## config.mk

```make
export PLATFORM = sky130hd
export DESIGN_NAME = serial_frame_deframer_unit
export DESIGN_NICKNAME = d
export VERILOG_FILES = /design/src/rtl/core/sfd_pkg.sv /design/src/rtl/core/sfd_ctrl.sv /design/src/rtl/core/sfd_datapath.sv /design/src/rtl/core/serial_frame_deframer_unit.sv
export SDC_FILE = /design/constraint.sdc
export NUM_CORES = 1
export LEC_CHECK = 0
export BUFFER_PORTS_ARGS = -buffer_cell sky130_fd_sc_hd__buf_2
export CORE_MARGIN = 1
export CORE_UTILIZATION = 25
export DETAILED_ROUTE_END_ITERATION = 12
export PLACE_DENSITY = 0.46
export SLEW_MARGIN = 20
export SYNTH_ARGS = -nofsm -noshare
export SYNTH_HDL_FRONTEND = slang
export SYNTH_SLANG_ARGS = --single-unit
```

## constraint.sdc

```tcl
create_clock -name clk -period 4.9 [get_ports clk]
set_input_delay 0.245 -clock clk [delete_from_list [all_inputs] [get_ports clk]]
set_output_delay 0.245 -clock clk [all_outputs]
set_load 0.02 [all_outputs]
```

## src/rtl/core/sfd_pkg.sv

```systemverilog
// ---------------------------------------------------------------------------
// sfd_pkg
// Shared types and constants for the serial frame deframer.
// ---------------------------------------------------------------------------
package sfd_pkg;

	localparam int MAX_WORDS_DEF = 7;
	localparam int MIN_LEN       = 6;

	localparam logic [7:0] START_MARKER_RST = 8'd2;
	localparam logic [7:0] END_MARKER_RST   = 8'd3;
	localparam logic [7:0] OWN_ADDRESS_RST  = 8'd0;

	typedef enum logic [1:0] {
		REG_START_MARKER = 2'd0,
		REG_END_MARKER   = 2'd1,
		REG_OWN_ADDRESS  = 2'd2,
		REG_NONE         = 2'd3
	} reg_idx_t;

	typedef enum logic [1:0] {
		STAT_OK      = 2'd0,
		STAT_BAD_END = 2'd1,
		STAT_FOREIGN = 2'd2
	} stat_t;

	typedef enum logic [2:0] {
		S_HUNT,
		S_LEN,
		S_BODY,
		S_HEAD,
		S_WORD
	} state_t;

	// byte positions within a frame
	localparam int POS_FIRST = 2;
	localparam int POS_RCV   = 2;
	localparam int POS_CMD   = 3;
	localparam int POS_FMT   = 4;

	typedef struct packed {
		logic load_len;
		logic body_wr;
		logic close;
		logic word_inc;
		logic sel_word;
	} cmd_t;

	typedef struct packed {
		logic start_hit;
		logic len_ok;
		logic at_end;
		logic hdr_last;
		logic word_last;
	} sts_t;

endpackage

```

## src/rtl/core/sfd_ctrl.sv

```systemverilog
// ---------------------------------------------------------------------------
// sfd_ctrl
// Frame state machine: hunt, length, body, then header and word output.
// ---------------------------------------------------------------------------
module sfd_ctrl (
	input  logic          clk,
	input  logic          arst_n,
	input  logic          s_tvalid,
	input  logic          m_tready,
	input  sfd_pkg::sts_t sts,
	output logic          s_tready,
	output logic          m_tvalid,
	output sfd_pkg::cmd_t cmd
);
	import sfd_pkg::*;

	state_t state_q;
	state_t state_nx;
	logic   s_acc;
	logic   m_acc;

	assign s_acc = s_tvalid && s_tready;
	assign m_acc = m_tvalid && m_tready;

	always_ff @(posedge clk or negedge arst_n) begin
		if (!arst_n) begin
			state_q <= S_HUNT;
		end else begin
			state_q <= state_nx;
		end
	end

	always_comb begin
		state_nx = state_q;
		unique case (state_q)
			S_HUNT: begin
				if (s_acc && sts.start_hit) state_nx = S_LEN;
			end
			S_LEN: begin
				if (s_acc) state_nx = sts.len_ok ? S_BODY : S_HUNT;
			end
			S_BODY: begin
				if (s_acc && sts.at_end) state_nx = S_HEAD;
			end
			S_HEAD: begin
				if (m_acc) state_nx = sts.hdr_last ? S_HUNT : S_WORD;
			end
			S_WORD: begin
				if (m_acc && sts.word_last) state_nx = S_HUNT;
			end
			default: state_nx = S_HUNT;
		endcase
	end

	always_comb begin
		s_tready     = 1'b0;
		m_tvalid     = 1'b0;
		cmd          = '0;
		unique case (state_q)
			S_HUNT: begin
				s_tready = 1'b1;
			end
			S_LEN: begin
				s_tready     = 1'b1;
				cmd.load_len = s_tvalid && sts.len_ok;
			end
			S_BODY: begin
				s_tready    = 1'b1;
				cmd.body_wr = s_tvalid && !sts.at_end;
				cmd.close   = s_tvalid && sts.at_end;
			end
			S_HEAD: begin
				m_tvalid = 1'b1;
			end
			S_WORD: begin
				m_tvalid     = 1'b1;
				cmd.sel_word = 1'b1;
				cmd.word_inc = m_tready;
			end
			default: begin
				s_tready = 1'b0;
			end
		endcase
	end

`ifndef ASSERT_OFF
	a_no_overlap: assert property (@(posedge clk) disable iff (!arst_n)
		!(s_tready && m_tvalid))
		else $error("input and output requests open together");

	a_head_entry: assert property (@(posedge clk) disable iff (!arst_n)
		(state_q == S_HEAD) |-> ($past(state_q) == S_BODY || $past(state_q) == S_HEAD))
		else $error("header output without a closed frame");
`endif

endmodule

```

## src/rtl/core/sfd_datapath.sv

```systemverilog
// ---------------------------------------------------------------------------
// sfd_datapath
// Frame field registers, word store and result formatting.
// ---------------------------------------------------------------------------
module sfd_datapath #(
	parameter int MAX_WORDS = sfd_pkg::MAX_WORDS_DEF
) (
	input  logic          clk,
	input  logic          arst_n,
	input  logic [7:0]    rx_byte,
	input  logic [7:0]    start_marker,
	input  logic [7:0]    end_marker,
	input  logic [7:0]    own_address,
	input  sfd_pkg::cmd_t cmd,
	output sfd_pkg::sts_t sts,
	output logic          kind,
	output logic [1:0]    status,
	output logic [7:0]    command,
	output logic [7:0]    data_format,
	output logic [4:0]    frame_length,
	output logic [2:0]    word_index,
	output logic [15:0]   word_value,
	output logic          last
);
	import sfd_pkg::*;

	localparam int         LEN_W  = $clog2(2 * MAX_WORDS + MIN_LEN + 1);
	localparam int         AW     = (MAX_WORDS > 1) ? $clog2(MAX_WORDS) : 1;
	localparam int         NW_W   = $clog2(MAX_WORDS + 1);
	localparam logic [7:0] MaxLen = 8'(2 * MAX_WORDS + MIN_LEN);

	logic [LEN_W-1:0] len_q;
	logic [LEN_W-1:0] pos_q;
	logic [7:0]       rcv_q;
	logic [7:0]       cmd_q;
	logic [7:0]       fmt_q;
	logic [7:0]       low_q;
	stat_t            stat_q;
	logic [NW_W-1:0]  widx_q;
	logic [15:0]      wst_q [MAX_WORDS];

	logic [LEN_W:0]   pos_nx;
	logic [LEN_W-1:0] nwords;
	logic [LEN_W-1:0] wr_w;
	logic [LEN_W-1:0] widx_ext;

	assign pos_nx   = {1'b0, pos_q} + (LEN_W+1)'(1);
	assign nwords   = {1'b0, len_q[LEN_W-1:1]} - LEN_W'(MIN_LEN / 2);
	assign wr_w     = {1'b0, pos_q[LEN_W-1:1]} - LEN_W'(MIN_LEN / 2);
	assign widx_ext = LEN_W'(widx_q);

	assign sts.start_hit = (rx_byte == start_marker);
	assign sts.len_ok    = (rx_byte >= 8'(MIN_LEN)) && !rx_byte[0] && (rx_byte <= MaxLen);
	assign sts.at_end    = (pos_nx >= {1'b0, len_q});
	assign sts.hdr_last  = (stat_q != STAT_OK) || (nwords == '0);
	assign sts.word_last = (widx_ext + LEN_W'(1) == nwords);

	always_ff @(posedge clk or negedge arst_n) begin
		if (!arst_n) begin
			len_q  <= '0;
			pos_q  <= '0;
			rcv_q  <= '0;
			cmd_q  <= '0;
			fmt_q  <= '0;
			low_q  <= '0;
			stat_q <= STAT_OK;
			widx_q <= '0;
		end else begin
			if (cmd.load_len) begin
				len_q <= LEN_W'(rx_byte);
				pos_q <= LEN_W'(POS_FIRST);
			end
			if (cmd.body_wr) begin
				pos_q <= pos_nx[LEN_W-1:0];
				if (pos_q == LEN_W'(POS_RCV)) begin
					rcv_q <= rx_byte;
				end else if (pos_q == LEN_W'(POS_CMD)) begin
					cmd_q <= rx_byte;
				end else if (pos_q == LEN_W'(POS_FMT)) begin
					fmt_q <= rx_byte;
				end else if (pos_q[0]) begin
					low_q <= rx_byte;
				end
			end
			if (cmd.close) begin
				widx_q <= '0;
				if (rx_byte != end_marker) begin
					stat_q <= STAT_BAD_END;
				end else if (rcv_q != own_address) begin
					stat_q <= STAT_FOREIGN;
				end else begin
					stat_q <= STAT_OK;
				end
			end
			if (cmd.word_inc) begin
				widx_q <= widx_q + NW_W'(1);
			end
		end
	end

	// word store: no reset, every emitted word is written earlier in the frame
	always_ff @(posedge clk) begin
		if (cmd.body_wr && !pos_q[0] && (pos_q > LEN_W'(POS_FMT))
				&& (wr_w < LEN_W'(MAX_WORDS))) begin
			wst_q[wr_w[AW-1:0]] <= {rx_byte, low_q};
		end
	end

	assign kind         = cmd.sel_word;
	assign status       = cmd.sel_word ? STAT_OK : stat_q;
	assign command      = cmd_q;
	assign data_format  = fmt_q;
	assign frame_length = 5'(len_q);
	assign word_index   = cmd.sel_word ? 3'(widx_q) : 3'd0;
	assign word_value   = cmd.sel_word ? wst_q[widx_q[AW-1:0]] : 16'd0;
	assign last         = cmd.sel_word ? sts.word_last : sts.hdr_last;

`ifndef ASSERT_OFF
	a_word_range: assert property (@(posedge clk) disable iff (!arst_n)
		cmd.sel_word |-> (widx_ext < nwords))
		else $error("word index past frame word count");

	a_close_clear: assert property (@(posedge clk) disable iff (!arst_n)
		cmd.close |=> (widx_q == '0))
		else $error("word index not cleared at frame close");
`endif

endmodule

```

## src/rtl/core/serial_frame_deframer_unit.sv

```systemverilog
// Latency: the first result of a frame is offered the cycle after its end byte is taken.
// Throughput: one byte per cycle while receiving; a good frame then drains header and
// words (up to MAX_WORDS+1 results), one per cycle while m_tready is high, input held off.
// Reset: arst_n clears the state machine and registers; markers return to 2/3, address 0.
// ---------------------------------------------------------------------------
// serial_frame_deframer_unit
// Serial byte deframer with APB register port and stream in/out.
// ---------------------------------------------------------------------------
module serial_frame_deframer_unit #(
	parameter int MAX_WORDS = sfd_pkg::MAX_WORDS_DEF
) (
	input  logic        clk,
	input  logic        arst_n,
	// APB
	input  logic        psel,
	input  logic        penable,
	input  logic        pwrite,
	input  logic [3:0]  paddr,
	input  logic [31:0] pwdata,
	output logic [31:0] prdata,
	output logic        pready,
	// input stream
	input  logic        s_tvalid,
	output logic        s_tready,
	input  logic [7:0]  s_tdata,  // rx_byte
	// output stream
	output logic        m_tvalid,
	input  logic        m_tready,
	output logic [47:0] m_tdata,  // status[1:0], command[9:2], data_format[17:10],
	                              // frame_length[22:18], word_index[25:23],
	                              // word_value[41:26], zero pad
	output logic        m_tuser,  // kind
	output logic        m_tlast   // last
);
	import sfd_pkg::*;

	logic [7:0]  start_q;
	logic [7:0]  end_q;
	logic [7:0]  addr_q;
	reg_idx_t    ridx;
	logic        wr_en;
	cmd_t        cmd;
	sts_t        sts;
	logic [1:0]  status;
	logic [7:0]  command;
	logic [7:0]  data_format;
	logic [4:0]  frame_length;
	logic [2:0]  word_index;
	logic [15:0] word_value;

	assign pready = 1'b1;
	assign ridx   = reg_idx_t'(paddr[3:2]);
	assign wr_en  = psel && penable && pwrite && pready;

	always_ff @(posedge clk or negedge arst_n) begin
		if (!arst_n) begin
			start_q <= START_MARKER_RST;
			end_q   <= END_MARKER_RST;
			addr_q  <= OWN_ADDRESS_RST;
		end else if (wr_en) begin
			unique case (ridx)
				REG_START_MARKER: start_q <= pwdata[7:0];
				REG_END_MARKER:   end_q   <= pwdata[7:0];
				REG_OWN_ADDRESS:  addr_q  <= pwdata[7:0];
				default:          ;
			endcase
		end
	end

	always_comb begin
		unique case (ridx)
			REG_START_MARKER: prdata = {24'd0, start_q};
			REG_END_MARKER:   prdata = {24'd0, end_q};
			REG_OWN_ADDRESS:  prdata = {24'd0, addr_q};
			default:          prdata = 32'd0;
		endcase
	end

	sfd_ctrl u_ctrl (
		.clk      (clk),
		.arst_n   (arst_n),
		.s_tvalid (s_tvalid),
		.m_tready (m_tready),
		.sts      (sts),
		.s_tready (s_tready),
		.m_tvalid (m_tvalid),
		.cmd      (cmd)
	);

	sfd_datapath #(
		.MAX_WORDS (MAX_WORDS)
	) u_datapath (
		.clk          (clk),
		.arst_n       (arst_n),
		.rx_byte      (s_tdata),
		.start_marker (start_q),
		.end_marker   (end_q),
		.own_address  (addr_q),
		.cmd          (cmd),
		.sts          (sts),
		.kind         (m_tuser),
		.status       (status),
		.command      (command),
		.data_format  (data_format),
		.frame_length (frame_length),
		.word_index   (word_index),
		.word_value   (word_value),
		.last         (m_tlast)
	);

	assign m_tdata = {6'd0, word_value, word_index, frame_length, data_format, command, status};

endmodule

```

Word-level counts from Yosys, hierarchy flattened

Memories as Yosys holds them, arrays and structs flattened.
Cells that the tools add are included.

Flip-flop bits (word level): 74
Memory bits (writable): 112
Input bits: 51
Output and inout port bits: 85
Logic and storage cells: 105
Memories: 1

Memories:

| name             | depth | bits a word | rd ports | clocked after Yosys merged registers in | wr ports | RTL line           | text |
|---|---|---|---|---|---|---|---|
| u_datapath.wst_q | 7     | 16          | 1        | 0                                       | 1        | sfd_datapath.sv:40 | `logic [15:0] wst_q [MAX_WORDS];` |

Add/subtract/negate cells: 5
$lt $le $gt $ge: 5
Eq/ne operators: 18
Multiplexer cells: 26
Bitwise logic cells: 3
Reduce and logical (&&, ||, !) cells: 35

Operators by type and width:

| kind                  | count |
|---|---|
| $mux W3               | 9 |
| $pmux W8 S3           | 1 |
| $mux W16              | 1 |
| $ne A8 B8 Y1          | 2 |
| $logic_and A1 B1 Y1   | 15 |
| $pmux W3 S5           | 1 |
| $mux W2               | 6 |
| $eq A5 B2 Y1 const B  | 2 |
| $mux W5               | 2 |
| $ne A2 B1 Y1 const B  | 5 |
| $reduce_and A5 Y1     | 2 |
| $sub A4 B2 Y5 const B | 2 |
| $eq A8 B8 Y1          | 1 |
| $ge A8 B3 Y1 const B  | 1 |
| $le A8 B5 Y1 const B  | 1 |
| $reduce_and A2 Y1     | 4 |
| $add A5 B1 Y6 const B | 1 |
| $eq A3 B2 Y1 const B  | 2 |
| $ge A6 B5 Y1          | 1 |
| $mux W1               | 6 |
| $reduce_bool A2 Y1    | 3 |
| $eq A5 B3 Y1 const B  | 1 |
| $eq A5 B5 Y1          | 1 |
| $gt A5 B3 Y1 const B  | 1 |
| 17 further kinds      | 21 |

Depth between registers and ports, before layout

Depth in word-level cells: 10
Mapped depth: 10

By module

From an unflattened synthesis, not the netlist that was laid out.

Cells, all modules: 613
Area total of the unflattened synthesis: 8,690.8 µm²

Modules (own cells, without submodules):

| module                     | times used | cells each | area each (µm²) |
|---|---|---|---|
| sfd_datapath               | 1          | 472        | 7,075.5 |
| serial_frame_deframer_unit | 1          | 114        | 1,382.6 |
| sfd_ctrl                   | 1          | 27         | 232.7 |

Worst setup path after synthesis

OpenSTA, ideal clock, no wires.

Kind: register to register
Start point: register u_datapath.pos_q[1]
End point: memory u_datapath.wst_q[0][0] (enable)
Setup time: 409 ps
Arrival time: 3,329 ps
Data required time: 4,491 ps
Slack: 1,162 ps
Cell stages (with the launch flop): 10
Path buffers: 0
Clock period less this slack: 3,738 ps
Cells stage by stage: dfrtp_1 -> ha_1 -> nand3_1 -> xnor2_1 -> ha_1 -> a21oi_1 -> nand2_1 -> a211oi_4 -> nand2_1 -> nor3_1

Cells in the longest elaborated chain, start to end: 10

Ends and longest elaborated chain:

| element                          | RTL line            | text |
|---|---|---|
| from (decl)                      | sfd_datapath.sv:33  | `logic [LEN_W-1:0] pos_q;` |
| from (signal assigned)           | sfd_datapath.sv:71  | `pos_q <= LEN_W'(POS_FIRST);` |
| from (signal assigned)           | sfd_datapath.sv:74  | `pos_q <= pos_nx[LEN_W-1:0];` |
| $add A5 B1 Y6                    | sfd_datapath.sv:47  | `assign pos_nx = {1'b0, pos_q} + (LEN_W+1)'(1);` |
| $ge A6 B5 Y1                     | sfd_datapath.sv:54  | `assign sts.at_end = (pos_nx >= {1'b0, len_q});` |
| $logic_not A1 Y1                 | sfd_ctrl.sv:69      | `cmd.body_wr = s_tvalid && !sts.at_end;` |
| $logic_and A1 B1 Y1              | sfd_ctrl.sv:69      |  |
| $mux W2                          | sfd_ctrl.sv:59      | `unique case (state_q)` |
| $logic_and A1 B1 Y1 (2 in a row) | sfd_datapath.sv:103 | `if (cmd.body_wr && !pos_q[0] && (pos_q > LEN_W'(POS_FMT))` |
| $logic_and A1 B1 Y1              | sfd_datapath.sv:104 | `&& (wr_w < LEN_W'(MAX_WORDS))) begin` |
| $mux W1                          | sfd_datapath.sv:103 |  |
| $mux W1 (implied by the code)    | sfd_datapath.sv:105 | `wst_q[wr_w[AW-1:0]] <= {rx_byte, low_q};` |
| to (decl)                        | sfd_datapath.sv:40  |  |

Parallel ways exist; a longest one is shown, timed or not.

Worst setup path after layout

Start point: register u_datapath.pos_q[0]
End point: memory u_datapath.wst_q[0][4] (enable)

Cells in the longest elaborated chain, start to end: 10

Ends and longest elaborated chain:

| element                           | RTL line |
|---|---|
| $add A5 B1 Y6                     | sfd_datapath.sv:47 |
| $ge A6 B5 Y1                      | sfd_datapath.sv:54 |
| $logic_not A1 Y1                  | sfd_ctrl.sv:69 |
| $logic_and A1 B1 Y1               | sfd_ctrl.sv:69 |
| $mux W2                           | sfd_ctrl.sv:59 |
| $logic_and A1 B1 Y1               | sfd_datapath.sv:103 |
| $logic_and A1 B1 Y1 (*)           | sfd_datapath.sv:103 |
| $logic_and A1 B1 Y1 (*)           | sfd_datapath.sv:104 |
| $mux W1 (*)                       | sfd_datapath.sv:103 |
| $mux W1 (implied by the code) (*) | sfd_datapath.sv:105 |

Mark *: on every way between the ends. The rest lies on a longest branch, timed or not.

==> out/results.txt <==
post-synth cell types: 54
max-cap violations: 0
Clock Sinks: 186
Initial DRT Pass Iterations: 4
Register Area: 5221 sq um
nets: 746
Worst setup EP type: register
later-pin clock latency in the skew report: 0.44 ns
CTS Buf Count: 17
Area Growth Syn to Fin: 16.44%
post-cts hold buffer count: 1
final setup vio count: 0
Pwr Density: 417.5 nW/um^2
Slew Limit Fails: 0
H-Tree Depth: 4
Core ar.: 33,700 sq um
fin cells: 1,146
clock skew: 0.01344 ns
Fmax achieved: 292.3 MHz
layout cell share with drive strength beyond 1: 0.3156
Initial Utilization: 0.2558
RSZ-0062 raised after global routing: false
Synth Area in XOR/XNOR: 0.03861
cell taking the most area after synthesis: edfxtp_1
top-count cell post-synth: edfxtp_1
EDFF count, synth: 112
Post-synth top flop: edfxtp_1
first-pass GRT wire length: 31,010 um
I/O Buffers: 78
dpl ws: 1.473 ns
fillers: 3,393
sequential share of the synthesized area: 0.6054
DR vias: 5,002
GPL Wtd Cong: 0.7233
largest family of logic cells by synthesized area: multiplexers
die width: 187.7 um
cell area after synthesis: 8621 sq um
GRT Residual Overflow: 0
CTS Root Buffer Type: clkbuf_16
initial antenna violation count: 1
Simple-Gate Fraction of Synth Area: 0.07141
drt total wl: 20,220 um
CTS tree: done
synth warn: 0
IO Pins: 136
status: finished clean
critical path class: register to register
Post-Synth Adder-Cell Area: 0.01597
Hold Path Class: input port to register
Power Total: 4.192 mW
post-layout util: 0.2979
post-layout min period: 3.421 ns
post-DR wirelength/cell: 17.64 um
Synth area leaders: edfxtp_1 39%, dfrtp_1 21%, mux2_2 7.2%
flops & latches, synth: 186
Post-DP HPWL: 12,880 um
final worst slack: 1.479 ns
share of the synthesized area in the top cell type: 0.3901
cts repair resizes: 0
antenna-violating nets left: 0
DR vias/cell: 4.365
Setup Fix Bufs, Post-CTS: 0
worst slew pin tran: 0.8364 ns
Die ar.: 35,230 sq um
Gate Count Post-Synth: 607
post-synthesis mux area share: 0.1752
startpoint class of the critical path: register
FFs w/ async S/R, synth: 0.3978
Syn Area/Cell: 14.20 sq um
CP arrival: 3.53 ns
TNS Setup: 0 ns
Leak Pwr: 4.208 nW
fin crit share: 0.6982
Tot GR Track Use: 0.1190
clock slew at reported path FFs: 0.07 ns
Worst VDD drop: 0.2685 mV
Relative slew margins: 0.4399
Longest Clk Path Bufs: 2
row count: 67
vias in the first global route: 4,974
die height: 187.7 um
dpl cells: 1,112
Multi-input gate area: 3107 sq um
Synth Area in Compound Gates: 0.04340
Crit path required time: 5.01 ns
final hold vios: 0
most frequent cells after synthesis: 112 x edfxtp_1, 71 x dfrtp_1, 55 x mux2_2
largest net degree at the start of global routing: 51
Iter 0 DRT Violations: 186
DR DRC count: 0
maximum fanout along the worst path: 16
[registers in the layout, summed over array words and instances (netlist names), 3 cells and up]
signal and count:
u_datapath.low_q 8, end_q 8, u_datapath.pos_q 5, addr_q 8, u_datapath.rcv_q 8, start_q 8
u_datapath.command 8, u_datapath.data_format 8, u_datapath.wst_q 112, u_ctrl.state_q 3, u_datapath.widx_q 3, u_datapath.frame_length 5
[routing by layer]
metal  track usage  vias to the layer above  share of wire
met5             0                        -        0.00064
met4       0.03721                        2          0.016
met3       0.03013                       18          0.047
met2        0.1879                      144           0.46
met1        0.1593                     2510           0.48
li1              -                     2328              -
[area by class of cell]
type	instances	share of cell area
Antenna cell	1	0.0002493
Sequential cell	186	0.5201
Clock inverter	15	0.01944
Clock buffer	17	0.04238
Multi-Input combinational cell	379	0.3095
Inverter	9	0.003365
Tap cell	448	0.05584
Timing Repair Buffer	91	0.04911
[cells by family after synthesis]
| group | count (synthesis) |
|---|---|
| DFF | 186 |
| buffers and inverters | 71 |
| adders and majority gates | 11 |
| and+or+nand+nor | 119 |
| muxes | 120 |
| AOI/OAI and AO/OA | 60 |
| xor gates and xnor gates | 38 |
| other | 2 |
[metrics by stage]
step                      area [sq um]  hold WS, ns
final                            10040      0.06726
after floorplan                   8730     -0.05059
after detailed placement          9405       0.2728
after CTS                        10040      0.04593
after global routing             10040      0.05433
after global placement            9405       0.2708
[cell usage in the layout (no fill, tap or decap), types with 3 or more instances in the layout]
cell type,instances
a21oi_1,11
dfstp_2,3
nand2b_1,3
nor4_1,7
xor2_1,29
conb_1,31
buf_4,13
and3_1,5
mux4_2,16
ha_1,11
nand2_1,43
edfxtp_1,112
clkinv_8,4
inv_6,4
xnor2_1,9
nand3_1,9
inv_8,5
dfrtp_1,69
buf_2,77
or4_1,4
and2_1,3
clkbuf_16,17
mux2_2,55
nor2_1,27
inv_1,9
mux2_4,8
nor3_2,5
o21ai_0,31
mux2i_1,41
[worst paths after layout]
| kind | from | endpoint | slack, ns | cells past startpoint |
|---|---|---|---|---|
| worst min-delay path | pwdata[5] | end_q[5]$_DFFE_PN0P_ | 0.07 | 2 |
| min in group asynchronous | arst_n | start_q[7]$_DFFE_PN0P_ | 0.32 | 2 |
| worst min register to register | u_datapath.data_format[6]$_DFFE_PN0P_ | u_datapath.data_format[6]$_DFFE_PN0P_ | 0.51 | 1 |
| max in group asynchronous | arst_n | u_datapath.widx_q[1]$_DFFE_PN0P_ | 3.63 | 3 |
| worst max-delay path | u_datapath.pos_q[0]$_DFFE_PN0P_ | u_datapath.wst_q[0][4]$_DFFE_PP_ | 1.48 | 10 |
| worst max register to register | u_datapath.pos_q[0]$_DFFE_PN0P_ | u_datapath.wst_q[0][4]$_DFFE_PP_ | 1.48 | 10 |
[critical path: stages, from the launching register on]
cell	delay [ns]
dfrtp_1	0.51
ha_1	0.37
nand3_1	0.13
xnor2_1	0.24
ha_1	0.28
a21oi_1	0.18
nand2_1	0.15
a211oi_4	0.48
nand2_1	0.22
nor3_2	0.21
buf_4	0.32
[power breakdown]
part / internal, mW / switching, mW
logic: 0.386 / 0.490
clock network: 0.743 / 0.686
registers: 1.74 / 0.148
No activity file was read; power rests on OpenSTA's default activity.
